### src/periodic_radial_blend_weight_macros.svh
// Assertion helpers shared by the blend weight RTL.
// Both expect i_clk and i_rst_n in the scope where they are used.
`ifndef PERIODIC_RADIAL_BLEND_WEIGHT_MACROS_SVH
`define PERIODIC_RADIAL_BLEND_WEIGHT_MACROS_SVH

// General property, sampled on i_clk and switched off during reset.
`define PRBW_CHECK(label, prop, msg) \
    label: assert property (@(posedge i_clk) disable iff (!i_rst_n) prop) else $error(msg);

// Implication form.
`define PRBW_IMPLY(label, ante, cons, msg) \
    `PRBW_CHECK(label, ante |-> cons, msg)

`endif

### src/prbw_pkg.sv
`default_nettype none

package prbw_pkg;

    // configuration port
    localparam int CFG_IDX_W  = 4;
    localparam int CFG_DATA_W = 32;

    typedef logic [CFG_IDX_W-1:0] t_cfg_idx;

    localparam t_cfg_idx REG_BOX_X   = 4'd0;
    localparam t_cfg_idx REG_BOX_Y   = 4'd1;
    localparam t_cfg_idx REG_BOX_Z   = 4'd2;
    localparam t_cfg_idx REG_R_INNER = 4'd3;
    localparam t_cfg_idx REG_R_OUTER = 4'd4;
    localparam t_cfg_idx REG_SLOPE   = 4'd5;
    localparam t_cfg_idx REG_S_MIN   = 4'd6;
    localparam t_cfg_idx REG_S_MAX   = 4'd7;

    // field widths
    localparam int LEN_W    = 31;   // box lengths and radii, Q11.20
    localparam int SLOPE_W  = 24;   // Q8.16
    localparam int WEIGHT_W = 17;   // Q1.16
    localparam int MAG_W    = 32;   // per-axis magnitude, capped at 2^31
    localparam int SQ_W     = 64;   // squared distance, Q24.40

    localparam logic [WEIGHT_W-1:0] ONE_Q16 = 17'd65536;

    // zone codes
    typedef logic [1:0] t_zone;
    localparam t_zone ZONE_INSIDE  = 2'd0;
    localparam t_zone ZONE_SHELL   = 2'd1;
    localparam t_zone ZONE_OUTSIDE = 2'd2;

    // square root pipeline: the radicand of a shell point is below r_outer^2 < 2^62
    localparam int RAD_W          = 62;
    localparam int ROOT_W         = RAD_W / 2;
    localparam int REM_W          = ROOT_W + 3;
    localparam int SQRT_ITERS     = ROOT_W;
    localparam int SQRT_PER_STAGE = 2;
    localparam int SQRT_STAGES    = (SQRT_ITERS + SQRT_PER_STAGE - 1) / SQRT_PER_STAGE;

    // accept edge to the edge that samples the result strobe
    localparam int PIPE_LAT = SQRT_STAGES + 8;

    typedef struct packed {
        logic              valid;
        t_zone             tag;
        logic [RAD_W-1:0]  rad;
    } t_sqrt_in;

    typedef struct packed {
        logic              valid;
        t_zone             tag;
        logic [ROOT_W-1:0] root;
    } t_sqrt_out;

endpackage

`default_nettype wire

### src/prbw_isqrt.sv
`default_nettype none

`include "periodic_radial_blend_weight_macros.svh"

// Pipelined digit-by-digit square root, two result bits per stage.
module prbw_isqrt import prbw_pkg::*; (
    input  logic      i_clk,
    input  logic      i_rst_n,
    input  t_sqrt_in  i_in,
    output t_sqrt_out o_out
);

    logic              r_valid [SQRT_STAGES];
    t_zone             r_tag   [SQRT_STAGES];
    logic [RAD_W-1:0]  r_rad   [SQRT_STAGES];
    logic [REM_W-1:0]  r_rem   [SQRT_STAGES];
    logic [ROOT_W-1:0] r_q     [SQRT_STAGES];

    logic              w_valid [SQRT_STAGES];
    t_zone             w_tag   [SQRT_STAGES];
    logic [RAD_W-1:0]  w_rad   [SQRT_STAGES];
    logic [REM_W-1:0]  w_rem   [SQRT_STAGES];
    logic [ROOT_W-1:0] w_q     [SQRT_STAGES];

    logic [RAD_W-1:0]  n_rad   [SQRT_STAGES];
    logic [REM_W-1:0]  n_rem   [SQRT_STAGES];
    logic [ROOT_W-1:0] n_q     [SQRT_STAGES];

    // stage inputs
    always_comb begin
        w_valid[0] = i_in.valid;
        w_tag[0]   = i_in.tag;
        w_rad[0]   = i_in.rad;
        w_rem[0]   = '0;
        w_q[0]     = '0;
        for (int s = 1; s < SQRT_STAGES; s++) begin
            w_valid[s] = r_valid[s-1];
            w_tag[s]   = r_tag[s-1];
            w_rad[s]   = r_rad[s-1];
            w_rem[s]   = r_rem[s-1];
            w_q[s]     = r_q[s-1];
        end
    end

    always_comb begin
        logic [RAD_W-1:0]  rad;
        logic [REM_W-1:0]  rem;
        logic [ROOT_W-1:0] q;
        logic [REM_W-1:0]  cur;
        logic [REM_W-1:0]  trial;
        for (int s = 0; s < SQRT_STAGES; s++) begin
            rad   = w_rad[s];
            rem   = w_rem[s];
            q     = w_q[s];
            cur   = '0;
            trial = '0;
            for (int j = 0; j < SQRT_PER_STAGE; j++) begin
                if (s * SQRT_PER_STAGE + j < SQRT_ITERS) begin
                    cur   = {rem[REM_W-3:0], rad[RAD_W-1 -: 2]};
                    trial = REM_W'({q, 2'b01});
                    rad   = {rad[RAD_W-3:0], 2'b00};
                    if (cur >= trial) begin
                        rem = cur - trial;
                        q   = {q[ROOT_W-2:0], 1'b1};
                    end else begin
                        rem = cur;
                        q   = {q[ROOT_W-2:0], 1'b0};
                    end
                end
            end
            n_rad[s] = rad;
            n_rem[s] = rem;
            n_q[s]   = q;
        end
    end

    always_ff @(posedge i_clk) begin
        for (int s = 0; s < SQRT_STAGES; s++) begin
            r_tag[s] <= w_tag[s];
            r_rad[s] <= n_rad[s];
            r_rem[s] <= n_rem[s];
            r_q[s]   <= n_q[s];
        end
        if (!i_rst_n) begin
            for (int s = 0; s < SQRT_STAGES; s++) begin
                r_valid[s] <= 1'b0;
            end
        end else begin
            for (int s = 0; s < SQRT_STAGES; s++) begin
                r_valid[s] <= w_valid[s];
            end
        end
    end

    assign o_out.valid = r_valid[SQRT_STAGES-1];
    assign o_out.tag   = r_tag[SQRT_STAGES-1];
    assign o_out.root  = r_q[SQRT_STAGES-1];

    // remainder of a floor root never exceeds twice the root
    `PRBW_IMPLY(a_rem_bound, r_valid[SQRT_STAGES-1], r_rem[SQRT_STAGES-1] <= REM_W'({r_q[SQRT_STAGES-1], 1'b0}), "sqrt remainder above 2*root")

endmodule

`default_nettype wire

### config.mk
export PLATFORM = sky130hd
export DESIGN_NAME = prbw_isqrt
export DESIGN_NICKNAME = d
export VERILOG_FILES = /design/src/prbw_pkg.sv /design/src/prbw_isqrt.sv
export VERILOG_INCLUDE_DIRS = /design/src /design/src/src
export SDC_FILE = /design/constraint.sdc
export NUM_CORES = 2
export LEC_CHECK = 0
export ABC_AREA = 1
export BUFFER_PORTS_ARGS = -buffer_cell sky130_fd_sc_hd__buf_2
export CAP_MARGIN = 10
export CORE_AREA = 2 2 499 625
export CTS_CLUSTER_SIZE = 8
export DETAILED_ROUTE_END_ITERATION = 10
export DIE_AREA = 0 0 501 627
export GPL_ROUTABILITY_DRIVEN = 0
export PLACE_DENSITY = 0.37
export SYNTH_ARGS = -nofsm -noshare
export SYNTH_HDL_FRONTEND = slang
export SYNTH_SLANG_ARGS = --single-unit
export TNS_END_PERCENT = 30
### constraint.sdc
create_clock -name i_clk -period 4 [get_ports i_clk]
set_input_delay 1 -clock i_clk [delete_from_list [all_inputs] [get_ports i_clk]]
set_output_delay 1 -clock i_clk [all_outputs]
set_load 0.02 [all_outputs]
==> reports/results.tsv <==
metric	value	unit
status	complete, but fails checks	
failing checks	negative setup slack	
Internal	37.1	mW
slowest CP cell	dfxtp_2	
Final Total Pwr	62.9	mW
Max Cap Viol	0	
CTS max path bufs	4	
layout cells sized above 1	0.344	
setup violators final	2	
RSZ-0062 raised after global routing	yes	
design area	120000	µm²
Final Max Tran Viols	0	
count leader, synth	nand2_1	
Final WS setup	-0.0112	ns
PwrDens	525	nW/µm²
max incr delay on CP	0.33	ns
post-synth top area share	0.320	
Max Clk Rate	249	MHz
TritonCTS buffer count	187	
number of distinct library cells after synthesis	64	
post-synthesis sequential area ratio	0.320	
htree depth	4	
Worst-Margin Slew	0.951	ns
CTS tree	yes	
Gate Count Post-Synth	11900	
Mapped Avg Cell Area	6.47	µm²
NetSw	25.8	mW
core footprint	308000	µm²
largest cells by area after synthesis	dfxtp_1 32%, nand2_1 18%, ha_1 8.6%	
overall die width	501	µm
endpoints failing hold	0	
Crit Path Category	register to register	
Worst Hold Class	primary input to register	
EDFF count, synth	0	
Seq pwr share	0.264	
Clock Skews	0.0730	ns
First DRT Iteration DRCs	4277	
vias in the first global route	86600	
peak supply drop	352	µV
clock sink count	1228	
Post-DP Area	102000	µm²
fin crit share	1.00	
total die area	314000	µm²
Antenna Violating Nets Remaining	0	
Overflow after GRT	0	
CTS Hold Bufs	0	
first-pass GRT wire length	495000	µm
# DRC	0	
Leak	60.6	nW
post-synthesis cell area	76800	µm²
post-synth top area cell	dfxtp_1	
Critical Path Fanout Max	7	
IO Count	101	
clock network power share	0.229	
DRT Pass-1 Iters	8	
critical path capture point type	register	
synthesis-stage register bit count	1228	
final wirelength	332000	µm
initial antenna violation count	5	
Via density	4.51	
switch share	0.410	
flop2flop setup slack	-0.01	ns
clk root buf	clkbuf_16	
clk_lat worst skew	0.87	ns
top_reg_cell synth	dfxtp_1	
crit path DAT	4.75	ns
nets	15600	
Critical Path RT	4.74	ns
area grow syn2layout	56.0	%
DR vias	86100	
die height	627	µm
normalized max-slew margin	0.361	
detailed placement HPWL	271000	µm
Reg clk slew, reported paths	0.05	ns
Total GRT Usage	0.202	
synth cell count leaders	3652 x nand2_1, 1707 x inv_1, 1228 x dfxtp_1, 1226 x nor2_1, 829 x nand3_1	
IO Port Bufs	100	
num rows	228	
Yosys warnings	0	
routed len/inst	17.4	µm
CP most frequent cell	nand2_4	
pin count of the biggest net entering global routing	38	
Startpoint Class	register	
Post-synth ARST share	0	
power share of the combinational group	0.507	
fin crit period	4.01	ns
Initial Util	0.249	
-- power by group through the flow --
stage | sequential (mW) | clock (mW) | combinational (mW)
after floorplan | 15.5 | 0 | 14.0
final | 16.6 | 14.4 | 31.9
after CTS | 16.5 | 15.1 | 29.2
after global placement | 16.6 | 0 | 26.5
after global routing | 16.7 | 15.5 | 35.0
after detailed placement | 16.6 | 0 | 26.5
-- timing repair --
| item | CTS | global route |
|---|---|---|
| setup buffers | 150 | 122 |
| endpoints found under the setup margin | 362 | 428 |
| resized for setup | 1065 | 1351 |
| hold endpoints to repair | 0 | 0 |
| pin swaps | 174 | 391 |
| cloned | 20 | 23 |
-- flip-flops by register name, summed over array words and instances, names as in the netlist --
| signal | count |
|---|---|
| r_rem | 459 |
| r_valid | 16 |
| r_q | 271 |
| r_tag | 32 |
| r_rad | 450 |
-- final timing paths --
kind	depth (start not counted)	endpoint	from
hold / removal	1	r_rad[0][23]	i_in[21]
setup / recovery	30	r_rem[1][211]	r_q[1][180]
setup reg to reg	30	r_rem[1][211]	r_q[1][180]
hold reg to reg	0	r_rad[0][474]	r_rad[0][410]
-- worst max-delay path, delay by kind of cell, from the launching register on --
kind                       cells  cell delay [ns]
AOI/OAI and AO/OA              2             0.26
buffers and inverters         10             1.05
adders and majority gates      2             0.57
DFF                            1             0.33
and+or+nand+nor               16             1.62
-- through the flow --
step	instances	setup WS (ns)	hold WS [ns]	utilization	setup TNS [ns]
4_1_cts	19000	-0.0812	0.152	0.368	-2.21
3_5_place_dp	18600	-1.18	0.312	0.333	-134.52
2_1_floorplan	11900	-0.00560	0.310	-	-0.0288
6_report	19100	-0.0112	0.241	0.389	-0.0142
5_1_grt	19100	-0.205	0.182	0.389	-29.73
3_3_place_gp	18600	-1.12	0.310	0.333	-134.13
-- metal layers --
metal	part of all wire	track usage	up-vias	wire, µm
li1	-	-	44200	-
met1	0.41	0.230	39600	135000
met2	0.51	0.378	1693	168000
met3	0.031	0.0177	576	10300
met4	0.053	0.0951	0	17500
met5	0	0	-	0
-- cell usage in the layout (no fill, tap or decap), types with 34 or more instances in the layout --
cell type and n:
a21oi_1 414, a21oi_2 209, a21oi_4 53, buf_12 76, buf_2 100, buf_4 2842, buf_6 57, clkbuf_16 204
dfxtp_1 1049, dfxtp_2 144, dfxtp_4 35, ha_1 266, ha_4 250, inv_1 1534, inv_2 162, nand2_1 3296
nand2_2 306, nand2_4 89, nand3_1 770, nand3_2 57, nand3b_1 46, nand4_1 227, nor2_1 1042, nor2_2 131
nor2_4 91, nor3_1 134, o21a_1 55, o21ai_0 286, o21ai_1 153, o21ai_2 115, o21bai_1 34, xnor2_1 167
xor2_1 249
-- cells by family (layout without fill, tap and decap cells) --
| logic type | after synthesis | after routing | share of synthesized area |
|---|---|---|---|
| xor+xnor | 426 | 426 | 0.0487 |
| buf+inv | 1866 | 5063 | 0.0956 |
| simple gates | 6347 | 6348 | 0.345 |
| compound gates | 1479 | 1479 | 0.105 |
| fa+ha+maj | 525 | 525 | 0.0856 |
| flops | 1228 | 1228 | 0.320 |
| other cells | 1 | 6 | 0.0000488 |
-- cell type report --
class	instances	area, µm²
diodes	3	7.51
clock buffers	212	4870
clock inverters	18	258
fillers	32400	188000
inverters	1722	6590
multi-input cells	8781	53300
flip-flops and latches	1228	24900
well taps	4025	5040
repair buffers	3106	24700
repair inverters	5	47.5
Note: power is estimated with default switching activity, not from simulation.
